===== config.mk =====
export PLATFORM = sky130hd
export DESIGN_NAME = aligned_multilimb_fraction_add
export DESIGN_NICKNAME = d
export VERILOG_FILES = /design/src/hdl/amfa_pkg.sv /design/src/hdl/amfa_mem.sv /design/src/hdl/amfa_ctrl.sv /design/src/hdl/amfa_datapath.sv /design/src/hdl/aligned_multilimb_fraction_add.sv
export SDC_FILE = /design/constraint.sdc
export NUM_CORES = 2
export LEC_CHECK = 0
export BUFFER_PORTS_ARGS = -buffer_cell sky130_fd_sc_hd__buf_2
export CAP_MARGIN = 20
export CORE_MARGIN = 1
export CORE_UTILIZATION = 40
export DETAILED_ROUTE_END_ITERATION = 7
export PLACE_DENSITY = 0.56
export SLEW_MARGIN = 20
export SYNTH_ARGS = -nofsm -noshare
export SYNTH_HDL_FRONTEND = slang
export SYNTH_SLANG_ARGS = --single-unit

===== constraint.sdc =====
create_clock -name clk -period 7.55 [get_ports clk]
set_input_delay 0.3775 -clock clk [delete_from_list [all_inputs] [get_ports clk]]
set_output_delay 0.3775 -clock clk [all_outputs]
set_load 0.02 [all_outputs]

===== src/hdl/amfa_pkg.sv =====
// Package: widths, types, register indexes and the funnel shift of the fraction adder.
`default_nettype none
package amfa_pkg;

	localparam int unsigned LIMB_BITS = 64;
	localparam int unsigned AMFA_MAX_LIMBS = 8;
	localparam int unsigned CNT_REG_W = 4;
	localparam int unsigned SHIFT_REG_W = 10;
	localparam int unsigned CFG_DATA_W = 10;
	localparam int unsigned CFG_ADDR_W = 3;
	localparam int unsigned POS_W = 3;
	localparam int unsigned BIT_IDX_W = $clog2(LIMB_BITS);

	typedef enum logic [CFG_ADDR_W-1:0] {
		REG_A_LIMBS   = 3'd0,
		REG_B_LIMBS   = 3'd1,
		REG_OUT_LIMBS = 3'd2,
		REG_SHIFT_A   = 3'd3,
		REG_SHIFT_B   = 3'd4
	} amfa_reg_t;

	typedef enum logic [1:0] {
		ST_IDLE,
		ST_ISSUE,
		ST_DRAIN
	} amfa_state_t;

	typedef struct packed {
		logic                 command;
		logic [LIMB_BITS-1:0] limb_value;
		logic                 final_item;
	} amfa_item_t;

	typedef struct packed {
		logic [LIMB_BITS-1:0] result_limb;
		logic [POS_W-1:0]     limb_position;
		logic                 last_limb;
	} amfa_result_t;

	typedef struct packed {
		logic load;
		logic start_run;
		logic issue;
	} amfa_cmd_t;

	typedef struct packed {
		logic issue_last;
		logic drain_done;
	} amfa_stat_t;

	// Low limb of the two-limb word {hi, lo} shifted right by r bits.
	function automatic logic [LIMB_BITS-1:0] funnel_right(
		input logic [LIMB_BITS-1:0] hi,
		input logic [LIMB_BITS-1:0] lo,
		input logic [BIT_IDX_W-1:0] r
	);
		logic [2*LIMB_BITS-1:0] w;
		w = {hi, lo} >> r;
		return w[LIMB_BITS-1:0];
	endfunction

endpackage
`default_nettype wire


===== src/hdl/amfa_mem.sv =====
// Limb store: one write port and two registered read ports.
`default_nettype none
module amfa_mem import amfa_pkg::*; #(
	parameter int unsigned DEPTH = AMFA_MAX_LIMBS,
	parameter int unsigned AW = (DEPTH > 1) ? $clog2(DEPTH) : 1
) (
	input  wire logic                 clk,
	input  wire logic                 we,
	input  wire logic [AW-1:0]        waddr,
	input  wire logic [LIMB_BITS-1:0] wdata,
	input  wire logic [AW-1:0]        raddr0,
	input  wire logic [AW-1:0]        raddr1,
	output logic      [LIMB_BITS-1:0] rdata0_q,
	output logic      [LIMB_BITS-1:0] rdata1_q
);

	logic [LIMB_BITS-1:0] mem [DEPTH];

	always_ff @(posedge clk) begin
		if (we) begin
			mem[waddr] <= wdata;
		end
	end

	always_ff @(posedge clk) begin
		rdata0_q <= mem[raddr0];
		rdata1_q <= mem[raddr1];
	end

endmodule
`default_nettype wire


===== src/hdl/amfa_ctrl.sv =====
// Controller: load, issue and drain sequencing of the fraction adder.
`default_nettype none
module amfa_ctrl import amfa_pkg::*; (
	input  wire logic       clk,
	input  wire logic       arst_n,
	input  wire logic       start,
	input  wire logic       final_item,
	input  wire amfa_stat_t stat,
	output amfa_cmd_t       cmd,
	output logic            busy
);

	amfa_state_t state_q;
	amfa_state_t state_next;

	always_ff @(posedge clk or negedge arst_n) begin
		if (!arst_n) begin
			state_q <= ST_IDLE;
		end else begin
			state_q <= state_next;
		end
	end

	always_comb begin
		state_next = state_q;
		case (state_q)
			ST_IDLE: begin
				if (start && final_item) begin
					state_next = ST_ISSUE;
				end
			end
			ST_ISSUE: begin
				if (stat.issue_last) begin
					state_next = ST_DRAIN;
				end
			end
			ST_DRAIN: begin
				if (stat.drain_done) begin
					state_next = ST_IDLE;
				end
			end
			default: begin
				state_next = ST_IDLE;
			end
		endcase
	end

	always_comb begin
		cmd  = '0;
		busy = 1'b1;
		case (state_q)
			ST_IDLE: begin
				busy          = 1'b0;
				cmd.load      = start;
				cmd.start_run = start && final_item;
			end
			ST_ISSUE: begin
				cmd.issue = 1'b1;
			end
			ST_DRAIN: begin
				cmd.issue = 1'b0;
			end
			default: begin
				busy = 1'b1;
			end
		endcase
	end

endmodule
`default_nettype wire


===== src/hdl/amfa_datapath.sv =====
// Datapath: configuration registers, limb stores, alignment, funnel shifts and carry add.
`default_nettype none
module amfa_datapath import amfa_pkg::*; #(
	parameter int unsigned MAX_LIMBS = AMFA_MAX_LIMBS
) (
	input  wire logic                  clk,
	input  wire logic                  arst_n,
	input  wire logic                  cfg_we,
	input  wire logic [CFG_ADDR_W-1:0] cfg_addr,
	input  wire logic [CFG_DATA_W-1:0] cfg_data,
	input  wire amfa_item_t            item,
	input  wire amfa_cmd_t             cmd,
	output amfa_stat_t                 stat,
	output amfa_result_t               result,
	output logic                       result_valid
);

	localparam int unsigned AW = (MAX_LIMBS > 1) ? $clog2(MAX_LIMBS) : 1;
	localparam int unsigned CW = $clog2(MAX_LIMBS + 1);
	// Signed limb index: spans operand length, window and the whole-limb part of a shift.
	localparam int unsigned LW = $clog2(MAX_LIMBS) + 6;
	localparam int unsigned SH_HI = SHIFT_REG_W - BIT_IDX_W;

	// Configuration registers.
	logic [CNT_REG_W-1:0]   a_cnt_q, b_cnt_q, o_cnt_q;
	logic [SHIFT_REG_W-1:0] shift_a_q, shift_b_q;

	always_ff @(posedge clk or negedge arst_n) begin
		if (!arst_n) begin
			a_cnt_q   <= CNT_REG_W'(1);
			b_cnt_q   <= CNT_REG_W'(1);
			o_cnt_q   <= CNT_REG_W'(1);
			shift_a_q <= '0;
			shift_b_q <= '0;
		end else if (cfg_we) begin
			case (amfa_reg_t'(cfg_addr))
				REG_A_LIMBS:   a_cnt_q   <= cfg_data[CNT_REG_W-1:0];
				REG_B_LIMBS:   b_cnt_q   <= cfg_data[CNT_REG_W-1:0];
				REG_OUT_LIMBS: o_cnt_q   <= cfg_data[CNT_REG_W-1:0];
				REG_SHIFT_A:   shift_a_q <= cfg_data[SHIFT_REG_W-1:0];
				REG_SHIFT_B:   shift_b_q <= cfg_data[SHIFT_REG_W-1:0];
				default: begin
				end
			endcase
		end
	end

	function automatic logic [CW-1:0] clamp_cnt(input logic [CNT_REG_W-1:0] c);
		logic [CW-1:0] v;
		if (c == '0) begin
			v = CW'(1);
		end else if (int'(c) > int'(MAX_LIMBS)) begin
			v = CW'(MAX_LIMBS);
		end else begin
			v = CW'(c);
		end
		return v;
	endfunction

	logic [CW-1:0] na, nb, oc;
	assign na = clamp_cnt(a_cnt_q);
	assign nb = clamp_cnt(b_cnt_q);
	assign oc = clamp_cnt(o_cnt_q);

	// Load counters; the final transfer stores its limb and then clears them.
	logic [CW-1:0] a_loaded_q, b_loaded_q;
	logic          a_we, b_we;

	assign a_we = cmd.load && !item.command && (int'(a_loaded_q) < int'(MAX_LIMBS));
	assign b_we = cmd.load &&  item.command && (int'(b_loaded_q) < int'(MAX_LIMBS));

	always_ff @(posedge clk or negedge arst_n) begin
		if (!arst_n) begin
			a_loaded_q <= '0;
			b_loaded_q <= '0;
		end else if (cmd.start_run) begin
			a_loaded_q <= '0;
			b_loaded_q <= '0;
		end else begin
			if (a_we) begin
				a_loaded_q <= a_loaded_q + CW'(1);
			end
			if (b_we) begin
				b_loaded_q <= b_loaded_q + CW'(1);
			end
		end
	end

	// Output limb counter.
	logic [CW-1:0] idx_q;

	always_ff @(posedge clk or negedge arst_n) begin
		if (!arst_n) begin
			idx_q <= '0;
		end else if (cmd.start_run) begin
			idx_q <= '0;
		end else if (cmd.issue) begin
			idx_q <= idx_q + CW'(1);
		end
	end

	assign stat.issue_last = cmd.issue && (idx_q == oc - CW'(1));

	// Output limb i of an operand takes bits from 64*(n-oc+i) - s upward, i.e. limb lo
	// shifted right by r with limb lo+1 above it.
	logic [LW-1:0]        lo_a, lo_b, hi_a, hi_b;
	logic [BIT_IDX_W-1:0] r_a, r_b;
	logic                 lo_a_ok, hi_a_ok, lo_b_ok, hi_b_ok;

	assign lo_a = LW'(na) - LW'(oc) + LW'(idx_q) - LW'(shift_a_q[SHIFT_REG_W-1 -: SH_HI])
	            - LW'(shift_a_q[BIT_IDX_W-1:0] != '0);
	assign lo_b = LW'(nb) - LW'(oc) + LW'(idx_q) - LW'(shift_b_q[SHIFT_REG_W-1 -: SH_HI])
	            - LW'(shift_b_q[BIT_IDX_W-1:0] != '0);
	assign hi_a = lo_a + LW'(1);
	assign hi_b = lo_b + LW'(1);
	assign r_a  = BIT_IDX_W'(0) - shift_a_q[BIT_IDX_W-1:0];
	assign r_b  = BIT_IDX_W'(0) - shift_b_q[BIT_IDX_W-1:0];

	assign lo_a_ok = !lo_a[LW-1] && (lo_a < LW'(na));
	assign hi_a_ok = !hi_a[LW-1] && (hi_a < LW'(na));
	assign lo_b_ok = !lo_b[LW-1] && (lo_b < LW'(nb));
	assign hi_b_ok = !hi_b[LW-1] && (hi_b < LW'(nb));

	logic [LIMB_BITS-1:0] a_lo_s1, a_hi_s1, b_lo_s1, b_hi_s1;

	amfa_mem #(.DEPTH(MAX_LIMBS), .AW(AW)) u_a_mem (
		.clk      (clk),
		.we       (a_we),
		.waddr    (a_loaded_q[AW-1:0]),
		.wdata    (item.limb_value),
		.raddr0   (lo_a[AW-1:0]),
		.raddr1   (hi_a[AW-1:0]),
		.rdata0_q (a_lo_s1),
		.rdata1_q (a_hi_s1)
	);

	amfa_mem #(.DEPTH(MAX_LIMBS), .AW(AW)) u_b_mem (
		.clk      (clk),
		.we       (b_we),
		.waddr    (b_loaded_q[AW-1:0]),
		.wdata    (item.limb_value),
		.raddr0   (lo_b[AW-1:0]),
		.raddr1   (hi_b[AW-1:0]),
		.rdata0_q (b_lo_s1),
		.rdata1_q (b_hi_s1)
	);

	// Stage 1: read data (inside the stores) with its alignment and tags.
	logic                 valid_s1, first_s1, last_s1;
	logic [POS_W-1:0]     pos_s1;
	logic [BIT_IDX_W-1:0] r_a_s1, r_b_s1;
	logic                 lo_a_ok_s1, hi_a_ok_s1, lo_b_ok_s1, hi_b_ok_s1;

	always_ff @(posedge clk or negedge arst_n) begin
		if (!arst_n) begin
			valid_s1 <= 1'b0;
		end else begin
			valid_s1 <= cmd.issue;
		end
	end

	always_ff @(posedge clk) begin
		first_s1   <= (idx_q == '0);
		last_s1    <= (idx_q == oc - CW'(1));
		pos_s1     <= POS_W'(idx_q);
		r_a_s1     <= r_a;
		r_b_s1     <= r_b;
		lo_a_ok_s1 <= lo_a_ok;
		hi_a_ok_s1 <= hi_a_ok;
		lo_b_ok_s1 <= lo_b_ok;
		hi_b_ok_s1 <= hi_b_ok;
	end

	// Stage 2: aligned limbs; an index outside the operand reads as zero.
	logic                 valid_s2, first_s2, last_s2;
	logic [POS_W-1:0]     pos_s2;
	logic [LIMB_BITS-1:0] x_s2, y_s2;

	always_ff @(posedge clk or negedge arst_n) begin
		if (!arst_n) begin
			valid_s2 <= 1'b0;
		end else begin
			valid_s2 <= valid_s1;
		end
	end

	always_ff @(posedge clk) begin
		first_s2 <= first_s1;
		last_s2  <= last_s1;
		pos_s2   <= pos_s1;
		x_s2     <= funnel_right(hi_a_ok_s1 ? a_hi_s1 : '0, lo_a_ok_s1 ? a_lo_s1 : '0, r_a_s1);
		y_s2     <= funnel_right(hi_b_ok_s1 ? b_hi_s1 : '0, lo_b_ok_s1 ? b_lo_s1 : '0, r_b_s1);
	end

	assign stat.drain_done = valid_s2 && last_s2;

	// Stage 3: limb-serial add; the carry starts at zero on the first limb of a run.
	logic                 carry_q;
	logic                 carry_in;
	logic [LIMB_BITS:0]   sum;
	amfa_result_t         result_q;
	logic                 result_valid_q;

	assign carry_in = first_s2 ? 1'b0 : carry_q;
	assign sum = {1'b0, x_s2} + {1'b0, y_s2} + (LIMB_BITS + 1)'(carry_in);

	always_ff @(posedge clk or negedge arst_n) begin
		if (!arst_n) begin
			carry_q        <= 1'b0;
			result_valid_q <= 1'b0;
		end else begin
			result_valid_q <= valid_s2;
			if (valid_s2) begin
				carry_q <= sum[LIMB_BITS];
			end
		end
	end

	always_ff @(posedge clk) begin
		if (valid_s2) begin
			result_q.result_limb   <= sum[LIMB_BITS-1:0];
			result_q.limb_position <= pos_s2;
			result_q.last_limb     <= last_s2;
		end
	end

	assign result       = result_q;
	assign result_valid = result_valid_q;

endmodule
`default_nettype wire


===== src/hdl/aligned_multilimb_fraction_add.sv =====
// Top level of the aligned multi-limb fraction adder.
//
// Input channel: an item transfers at a rising edge with start high and busy low. Items
// carry one 64-bit limb of operand a or b, least significant first; a limb beyond the
// store depth of its operand is dropped. The item with final_item set stores its limb
// and starts the sum; busy rises on the next cycle and no item transfers until it falls.
// Result channel: result_valid marks each result for exactly one cycle and the receiver
// must take it then. A run emits out_limb_count limbs, least significant first, on
// consecutive cycles; after the final transfer the first limb passes the sequencer
// state, store read, funnel shift and carry add registers. Non-final limbs can transfer
// back to back. Configuration: cfg_we writes cfg_data to register cfg_addr; the user
// must write only while idle, and the block itself does not enforce it.
// Reset clears the load counters, carry and sequencer and sets the registers to their
// defaults; stored limbs are not cleared.
`default_nettype none
module aligned_multilimb_fraction_add import amfa_pkg::*; #(
	parameter int unsigned MAX_LIMBS = AMFA_MAX_LIMBS
) (
	input  wire logic                  clk,
	input  wire logic                  arst_n,
	input  wire logic                  cfg_we,
	input  wire logic [CFG_ADDR_W-1:0] cfg_addr,
	input  wire logic [CFG_DATA_W-1:0] cfg_data,
	input  wire logic                  start,
	input  wire amfa_item_t            item,
	output logic                       busy,
	output amfa_result_t               result,
	output logic                       result_valid
);

	amfa_cmd_t  cmd;
	amfa_stat_t stat;

	amfa_ctrl u_ctrl (
		.clk        (clk),
		.arst_n     (arst_n),
		.start      (start),
		.final_item (item.final_item),
		.stat       (stat),
		.cmd        (cmd),
		.busy       (busy)
	);

	amfa_datapath #(.MAX_LIMBS(MAX_LIMBS)) u_datapath (
		.clk          (clk),
		.arst_n       (arst_n),
		.cfg_we       (cfg_we),
		.cfg_addr     (cfg_addr),
		.cfg_data     (cfg_data),
		.item         (item),
		.cmd          (cmd),
		.stat         (stat),
		.result       (result),
		.result_valid (result_valid)
	);

endmodule
`default_nettype wire


# --- Word level (Yosys, flattened, before mapping) ---
# Memories as Yosys holds them, arrays and structs flattened. A register that Yosys moved wholly into a read port is not among the register bits.
# Index checks and enable logic that the tools add are counted.
totals:
  regBits: 272
  ramBits: 1024
  inputBits: 83
  n_memories: 2
classes:
  add_sub_neg: 18
  n_lt_le_gt_ge: 9
  eq_ne: 10
  shift: 2
  muxes: 28
  n_reduce_logical: 33
mem_list:
  columns: ["name", "depth", "width", "rd", "rd_ports_with_merged_regs", "wr", "line", "text"]
  rows:
  - ["u_datapath.u_a_mem.mem", 8, 64, 2, 2, 1, "amfa_mem.sv:17", "logic [LIMB_BITS-1:0] mem [DEPTH];"]
  - ["u_datapath.u_b_mem.mem", 8, 64, 2, 2, 1, "amfa_mem.sv:17", null]
ops:
  columns: ["op", "n"]
  rows:
  - ["64-bit two-way mux", 4]
  - ["128-bit by 6-bit >> shifter with 64-bit output", 2]
  - ["64-bit by 64-bit adder with 65-bit output", 1]
  - ["65-bit by 1-bit adder with 65-bit output", 1]
  - ["4-bit two-way mux", 12]
  - ["9-bit by 4-bit < comparator with 1-bit output", 4]
  - ["9-bit by 1-bit adder with 9-bit output, second input constant", 2]
  - ["9-bit by 4-bit adder with 9-bit output", 2]
  - ["9-bit by 1-bit subtractor with 9-bit output", 2]
  - ["9-bit by 4-bit subtractor with 9-bit output", 2]
  - ["4-bit logical NOT", 4]
  - ["4-bit by 1-bit adder with 4-bit output, second input constant", 3]
  - ["4-bit greater-than comparator, second input constant", 3]
  - ["6-bit nonzero test", 2]
  - ["1-bit by 6-bit subtractor with 6-bit output, first input constant", 2]
  - ["1-bit logical AND", 11]
  - ["2-bit AND reduction", 5]
  - ["4-bit by 4-bit subtractor with 5-bit output", 2]
  - ["4-bit < comparator, second input constant", 2]
  - ["2-bit two-way mux", 4]
  - ["1-bit two-way mux", 7]
  - ["3-bit by 2-bit equality test with 1-bit output, second input constant", 2]
  - ["2-bit one-hot mux with 3 select lines", 1]
  - ["2-bit nonzero test", 3]
  - ["other kinds (12)", 17]

# --- Logic depth before layout (Yosys ltp) ---
depth:
  depth_word: 10
  mapped_depth: 20

# --- Hierarchy ---
# From an unflattened synthesis, not the netlist that was laid out.
unflattened:
  cells_unflattened: 5528
  area_unflattened_um2: 78665.4
by_module_without_submodules:
  columns: ["module", "n_inst", "cells_per_inst", "area_per_inst_um2", "seq_area_each_um2"]
  rows:
  - ["amfa_mem", 2, 1107, 25660.9, 17937.2]
  - ["amfa_datapath", 1, 3301, 27213.6, 6329.8]
  - ["amfa_ctrl", 1, 13, 130.1, 50.0]

# --- Worst setup path before layout ---
# OpenSTA, ideal clock, no wires.
synth_path:
  path_kind: "register to register"
  from: "reg u_ctrl.state_q[1]"
  to: "mem u_datapath.u_a_mem.mem[0][0] (enable)"
  arrival_time_ns: 5.580
  slack_ns: 1.406
  stages_incl_launch_ff: 6
  synth_period_minus_slack_ns: 6.144
  path_cell_list: "dfrtp_1 > nor2_1 > nand2_1 > nor3_1 > nand2b_1 > nor3_1"
synth_between:
  elab_chain_len: 6
synth_rtl:
  columns: ["element", "line", "text"]
  rows:
  - ["start: declaration", "amfa_ctrl.sv:13", "amfa_state_t state_q;"]
  - ["start signal: assignment", "amfa_ctrl.sv:20", "state_q <= state_next;"]
  - ["2-bit logical NOT", "amfa_ctrl.sv:51", "case (state_q)"]
  - ["2-bit two-way mux", "amfa_ctrl.sv:51", null]
  - ["1-bit logical AND (2 in series)", "amfa_datapath.sv:69", "assign a_we = cmd.load && !item.command && (int'(a_loaded_q) < int'(MAX_LIMBS));"]
  - ["1-bit two-way mux", "amfa_mem.sv:20", "if (we) begin"]
  - ["1-bit two-way mux (not written as such)", "amfa_mem.sv:21", "mem[waddr] <= wdata;"]
  - ["end: declaration", "amfa_mem.sv:17", null]
# No other way between the ends.

# --- Final worst setup path ---
layout_path:
  from: "reg u_datapath.o_cnt_q[0]"
  to: "reg u_datapath.u_b_mem.rdata1_q[12], read port of u_datapath.u_b_mem.mem"
layout_between:
  elab_chain_len: 8
  elab_cells_between_ends: 9
  cone_classes: "add/sub: 5; order compare: 1; mux: 2; reduce/logical: 1"
layout_rtl:
  columns: ["element", "line", "text"]
  rows:
  - ["start: declaration", "amfa_datapath.sv:25", "logic [CNT_REG_W-1:0] a_cnt_q, b_cnt_q, o_cnt_q;"]
  - ["start signal: assignment", "amfa_datapath.sv:39", "REG_OUT_LIMBS: o_cnt_q <= cfg_data[CNT_REG_W-1:0];"]
  - ["4-bit greater-than comparator", "amfa_datapath.sv:52", "end else if (int'(c) > int'(MAX_LIMBS)) begin"]
  - ["4-bit two-way mux", "amfa_datapath.sv:52", null]
  - ["4-bit two-way mux *", "amfa_datapath.sv:50", "if (c == '0) begin"]
  - ["4-bit by 4-bit subtractor with 5-bit output *", "amfa_datapath.sv:112", "assign lo_b = LW'(nb) - LW'(oc) + LW'(idx_q) - LW'(shift_b_q[SHIFT_REG_W-1 -: SH_HI])"]
  - ["9-bit by 4-bit adder with 9-bit output *", "amfa_datapath.sv:112", null]
  - ["9-bit by 4-bit subtractor with 9-bit output *", "amfa_datapath.sv:112", null]
  - ["9-bit by 1-bit subtractor with 9-bit output *", "amfa_datapath.sv:113", "- LW'(shift_b_q[BIT_IDX_W-1:0] != '0);"]
  - ["9-bit by 1-bit adder with 9-bit output *", "amfa_datapath.sv:115", "assign hi_b = lo_b + LW'(1);"]
  - ["end: declaration", "amfa_mem.sv:14", "output logic [LIMB_BITS-1:0] rdata1_q"]
# Mark *: on every way between the ends. The rest lies on a longest branch, timed or not.
# A chain may end at the register's enable or synchronous reset.

==> metrics.txt <==
# TYPE chip_impl_metric gauge
chip_impl_metric{name="die_area",unit="um2"} 197000
chip_impl_metric{name="clk_path_buf_depth",unit=""} 3
chip_impl_metric{name="initial_utilization",unit="%"} 40.4
chip_impl_metric{name="post-place-ws",unit="ns"} 1.86
chip_impl_metric{name="postSynth.asyncResetShare",unit="%"} 3.23
chip_impl_metric{name="worst-slew-pin-transition",unit="ns"} 1.33
chip_impl_metric{name="critical_path.max_fanout",unit=""} 56
chip_impl_metric{name="timing.critical_path.required",unit="ns"} 8.25
chip_impl_metric{name="synth.distinct_cells",unit=""} 84
chip_impl_metric{name="layout_min_cycle_time",unit="ns"} 5.73
chip_impl_metric{name="wire_per_inst",unit="um"} 29.2
chip_impl_metric{name="clock.fmax",unit="MHz"} 174
chip_impl_metric{name="synth.yosys.warnings",unit=""} 0
chip_impl_metric{name="synth_seq_cells",unit=""} 1550
chip_impl_metric{name="worstSetupPathDepth",unit=""} 16
chip_impl_metric{name="drc_errors",unit=""} 0
chip_impl_metric{name="rows",unit=""} 161
chip_impl_metric{name="nets",unit=""} 6040
chip_impl_metric{name="placedInstanceArea",unit="um2"} 81300
chip_impl_info{name="outcome",value="complete, no violations"} 1
chip_impl_info{name="timing.critical_path.max_delay_family",value="adder cells"} 1
chip_impl_info{name="yosysTopAreaCell",value="sky130_fd_sc_hd__edfxtp_1"} 1
chip_impl_metric{name="min_delay_path_depth",unit=""} 5
chip_impl_metric{name="worst_clock_skew",unit="ns"} 0.0301
chip_impl_metric{name="critPathMaxStageDelay",unit="ns"} 0.98
chip_impl_info{name="timing.setup.critical_path_class",value="reg -> reg"} 1
chip_impl_metric{name="chipHeight",unit="um"} 444
chip_impl_metric{name="postLayoutCoreUtil",unit="%"} 45.3
chip_impl_metric{name="clkSlewWorstSetupHoldPaths",unit="ns"} 0.06
chip_impl_metric{name="critPathBufInv",unit=""} 5
chip_impl_info{name="primary_flip_flop_cell_chosen_by_synthesis_mapping",value="sky130_fd_sc_hd__edfxtp_1"} 1
chip_impl_metric{name="worstRegToRegCells",unit=""} 16
chip_impl_metric{name="num_vias",unit=""} 51200
chip_impl_metric{name="worst-endpoint-arrival",unit="ns"} 6.43
chip_impl_metric{name="dr.first_iter.drc_count",unit=""} 5947
chip_impl_metric{name="ioPinCount",unit=""} 153
chip_impl_metric{name="design.core.area",unit="um2"} 193000
chip_impl_metric{name="number_of_antenna_violations_at_the_first_check_in_global_routing",unit=""} 25
chip_impl_metric{name="pins_over_their_slew_limit",unit=""} 0
chip_impl_info{name="critical_path.slowest_cell",value="sky130_fd_sc_hd__fa_4"} 1
chip_impl_metric{name="clock-sinks",unit=""} 1550
chip_impl_metric{name="nFillCells",unit=""} 16900
chip_impl_metric{name="place.port_buffers",unit=""} 152
chip_impl_metric{name="syn-cell-area",unit="um2"} 78000
chip_impl_metric{name="yosys.area.top_type_share",unit="%"} 42.0
chip_impl_info{name="netlist_top_cells_area",value="sky130_fd_sc_hd__edfxtp_1 42%, sky130_fd_sc_hd__mux4_2 20%, sky130_fd_sc_hd__dfxtp_1 10%"} 1
chip_impl_metric{name="fp.dieW",unit="um"} 444
chip_impl_metric{name="grt_use_total",unit="%"} 24.9
chip_impl_metric{name="synth-edff-count",unit=""} 1092
chip_impl_metric{name="gr-total-overflow",unit=""} 0
chip_impl_metric{name="post-route-worst-setup-slack",unit="ns"} 1.82
chip_impl_metric{name="syn-num-nets",unit=""} 5972
chip_impl_metric{name="via_count_of_the_first_global_routing_pass",unit=""} 48800
chip_impl_metric{name="yosysSeqAreaShare",unit="%"} 54.1
chip_impl_info{name="critPathCaptureType",value="flip-flop"} 1
chip_impl_metric{name="post_cts_resized",unit=""} 0
chip_impl_metric{name="hold_violations_final",unit=""} 0
chip_impl_metric{name="insertion_delay",unit="ns"} 0.83
chip_impl_metric{name="timing.max_slew.rel_slack",unit="%"} 11.6
chip_impl_metric{name="vias_per_cell",unit=""} 6.02
chip_impl_info{name="root_buffer_selected_by_cts",value="sky130_fd_sc_hd__clkbuf_16"} 1
chip_impl_metric{name="drive_gt1_share",unit="%"} 24.8
chip_impl_info{name="critical_path.most_common_cell",value="sky130_fd_sc_hd__inv_1"} 1
chip_impl_metric{name="final_count_of_negative_setup_slack_endpoints",unit=""} 0
chip_impl_metric{name="h_tree_level_count",unit=""} 4
chip_impl_metric{name="wirelength",unit="mm"} 249
chip_impl_metric{name="place.detailed.hpwl",unit="mm"} 177
chip_impl_metric{name="cap_violations",unit=""} 0
chip_impl_metric{name="grt_pass1_wl",unit="mm"} 356
chip_impl_metric{name="drt_first_pass_iters",unit=""} 6
chip_impl_metric{name="fin_area",unit="um2"} 87600
chip_impl_metric{name="syn2layout_area_growth",unit="%"} 12.3
chip_impl_info{name="type_of_element_launching_the_critical_path",value="flip-flop"} 1
chip_impl_metric{name="postSynthCellCount",unit=""} 5764
chip_impl_metric{name="numCtsBuffers",unit=""} 163
chip_impl_metric{name="fin_setup_tns",unit="ns"} 0
chip_impl_info{name="tritoncts_clock_tree",value="yes"} 1
chip_impl_metric{name="avgSynthCellArea",unit="um2"} 13.5
chip_impl_metric{name="place.gp.congestion",unit=""} 1.04
chip_impl_info{name="hold_path.class",value="in -> reg"} 1
chip_impl_metric{name="timing.final.crit_share",unit="%"} 75.9
chip_impl_info{name="rsz0062_at_grt",value="no"} 1
chip_impl_metric{name="grt_start_max_net_pins",unit=""} 129
chip_impl_metric{name="antenna_left",unit=""} 0
chip_impl_info{name="critical_path.cell_chain",value="nor2_1 -> nor2_1 -> ha_1 -> fa_1 -> inv_1 -> fa_1 -> ha_4 -> inv_1 -> fa_4 -> inv_1 -> ha_4 -> xnor2_2 -> buf_12 -> buf_12 -> mux4_2 -> mux2_2"} 1
[metrics by stage]
step / hold WS, ns / std cells
5_1_grt: 0.112 / 8500
4_1_cts: 0.0469 / 8498
6_report: 0.107 / 8504
2_1_floorplan: 0.0819 / 5764
3_5_place_dp: 0.312 / 8111
3_3_place_gp: 0.312 / 8111
[cells in the mapped netlist (4+ instances only)]
cell / instances
sky130_fd_sc_hd__edfxtp_1: 1092
sky130_fd_sc_hd__nand2_1: 792
sky130_fd_sc_hd__mux4_2: 680
sky130_fd_sc_hd__dfxtp_1: 408
sky130_fd_sc_hd__nor2_1: 360
sky130_fd_sc_hd__o21ai_0: 331
sky130_fd_sc_hd__a21oi_1: 251
sky130_fd_sc_hd__clkbuf_1: 236
sky130_fd_sc_hd__mux2i_1: 220
sky130_fd_sc_hd__mux2_2: 214
sky130_fd_sc_hd__nand3_1: 207
sky130_fd_sc_hd__ha_1: 112
sky130_fd_sc_hd__buf_1: 111
sky130_fd_sc_hd__inv_1: 75
sky130_fd_sc_hd__buf_2: 61
sky130_fd_sc_hd__nor3_1: 61
sky130_fd_sc_hd__o211ai_1: 54
sky130_fd_sc_hd__a21o_1: 50
sky130_fd_sc_hd__xnor2_1: 49
sky130_fd_sc_hd__dfrtp_1: 47
sky130_fd_sc_hd__xor2_1: 46
sky130_fd_sc_hd__nand2b_1: 25
sky130_fd_sc_hd__nor2b_1: 21
sky130_fd_sc_hd__nand4_1: 19
sky130_fd_sc_hd__a31oi_1: 18
sky130_fd_sc_hd__a211oi_1: 17
sky130_fd_sc_hd__buf_4: 15
sky130_fd_sc_hd__o21bai_1: 14
sky130_fd_sc_hd__fa_1: 13
sky130_fd_sc_hd__a31o_2: 12
sky130_fd_sc_hd__o21a_1: 12
sky130_fd_sc_hd__o221ai_1: 12
sky130_fd_sc_hd__and3_1: 9
sky130_fd_sc_hd__o21ai_1: 9
sky130_fd_sc_hd__or2_2: 9
sky130_fd_sc_hd__inv_2: 7
sky130_fd_sc_hd__o22ai_1: 6
sky130_fd_sc_hd__or3_1: 6
sky130_fd_sc_hd__and4_1: 5
sky130_fd_sc_hd__o31ai_1: 5
sky130_fd_sc_hd__nor4_1: 4
sky130_fd_sc_hd__o2111ai_1: 4
[what timing repair did]
action	in CTS	in global routing
setup buffers	0	0
endpoints found under the hold margin	1108	0
hold buffers	82	0
[worst register-to-register path, cell delays in order (launching register included)]
cell and delay, ns:
sky130_fd_sc_hd__dfstp_2 0.53, sky130_fd_sc_hd__nor2_1 0.04, sky130_fd_sc_hd__nor2_1 0.32, sky130_fd_sc_hd__ha_1 0.34, sky130_fd_sc_hd__fa_1 0.49, sky130_fd_sc_hd__inv_1 0.06
sky130_fd_sc_hd__fa_1 0.56, sky130_fd_sc_hd__ha_4 0.15, sky130_fd_sc_hd__inv_1 0.06, sky130_fd_sc_hd__fa_4 0.98, sky130_fd_sc_hd__inv_1 0.16, sky130_fd_sc_hd__ha_4 0.20
sky130_fd_sc_hd__xnor2_2 0.20, sky130_fd_sc_hd__buf_12 0.30, sky130_fd_sc_hd__buf_12 0.40, sky130_fd_sc_hd__mux4_2 0.54, sky130_fd_sc_hd__mux2_2 0.28
[cells in the final DEF, fill, tap and decap left out, drive strengths merged, types with 19 or more instances in the layout]
cell         count
a31oi           19
clkbuf         229
nor3            62
a21oi          252
xor2            46
nand4           19
nand2b          25
mux2           214
o21ai          343
buf            247
a21o            50
xnor2           49
dfrtp           47
clkinv          50
dlygate4sd3     82
nor2           360
edfxtp        1092
o211ai          55
inv             96
dfxtp          408
nand2          793
nand3          207
mux4           680
nor2b           21
mux2i          220
ha             112
[logic make-up (layout without fill, tap and decap cells)]
logic type | Yosys count | in the layout | synth area share, %
flip-flops | 1550 | 1550 | 54.1
buffers and inverters | 510 | 718 | 2.64
AND/OR/NAND/NOR | 1539 | 1539 | 8.28
XOR/XNOR | 95 | 95 | 1.07
AO/OA/AOI/OAI | 831 | 831 | 6.23
adder cells (fa/ha/maj) | 125 | 125 | 2.13
other | 0 | 6 | 0
multiplexers | 1114 | 1114 | 25.5
[routing by layer]
metal / routed length [um] / global-route usage (%)
met3: 17700 / 3.51
met4: 7700 / 7.54
met2: 116000 / 39.5
met5: 34 / 0
met1: 107000 / 35.5
[worst paths after layout]
path | start | to | slack (ns)
max in group asynchronous | arst_n | u_datapath.a_loaded_q[0] | 6.86
min in group asynchronous | arst_n | u_datapath.valid_s2 | 0.21
worst max register to register | u_datapath.o_cnt_q[0] | u_datapath.u_b_mem.rdata1_q[12] | 1.82
worst min register to register | u_datapath.pos_s1[2] | u_datapath.pos_s2[2] | 0.33
worst max-delay path | u_datapath.o_cnt_q[0] | u_datapath.u_b_mem.rdata1_q[12] | 1.82
worst min-delay path | cfg_we | u_datapath.shift_b_q[7] | 0.11
[registers in the layout (all words and copies together), names as in the netlist, 4 cells and up]
signal	flops
u_datapath.y_s2	64
u_datapath.o_cnt_q	4
u_datapath.u_a_mem.mem	512
u_datapath.u_a_mem.rdata1_q	63
u_datapath.a_cnt_q	4
u_datapath.u_a_mem.rdata0_q	64
u_datapath.result	68
u_datapath.idx_q	4
u_datapath.u_b_mem.rdata0_q	64
u_datapath.u_b_mem.rdata1_q	63
u_datapath.a_loaded_q	4
u_datapath.r_a_s1	6
u_datapath.r_b_s1	6
u_datapath.u_b_mem.mem	512
u_datapath.shift_b_q	10
u_datapath.b_cnt_q	4
u_datapath.x_s2	64
u_datapath.b_loaded_q	4
u_datapath.shift_a_q	10
[layout make-up]
cell class | count | area, um2 | area share (%)
antenna | 6 | 15.0 | 0.0171
clock buffer | 229 | 4660 | 5.32
clock inverter | 76 | 776 | 0.886
inverter | 84 | 325 | 0.371
multi-input combinational | 3704 | 34000 | 38.8
sequential | 1550 | 42300 | 48.2
tap | 2526 | 3160 | 3.61
timing repair buffer | 329 | 2430 | 2.78
Power is left out: the tool's default activity adds up to more than one toggle a clock period on the data nets, which glitch-free logic cannot reach.
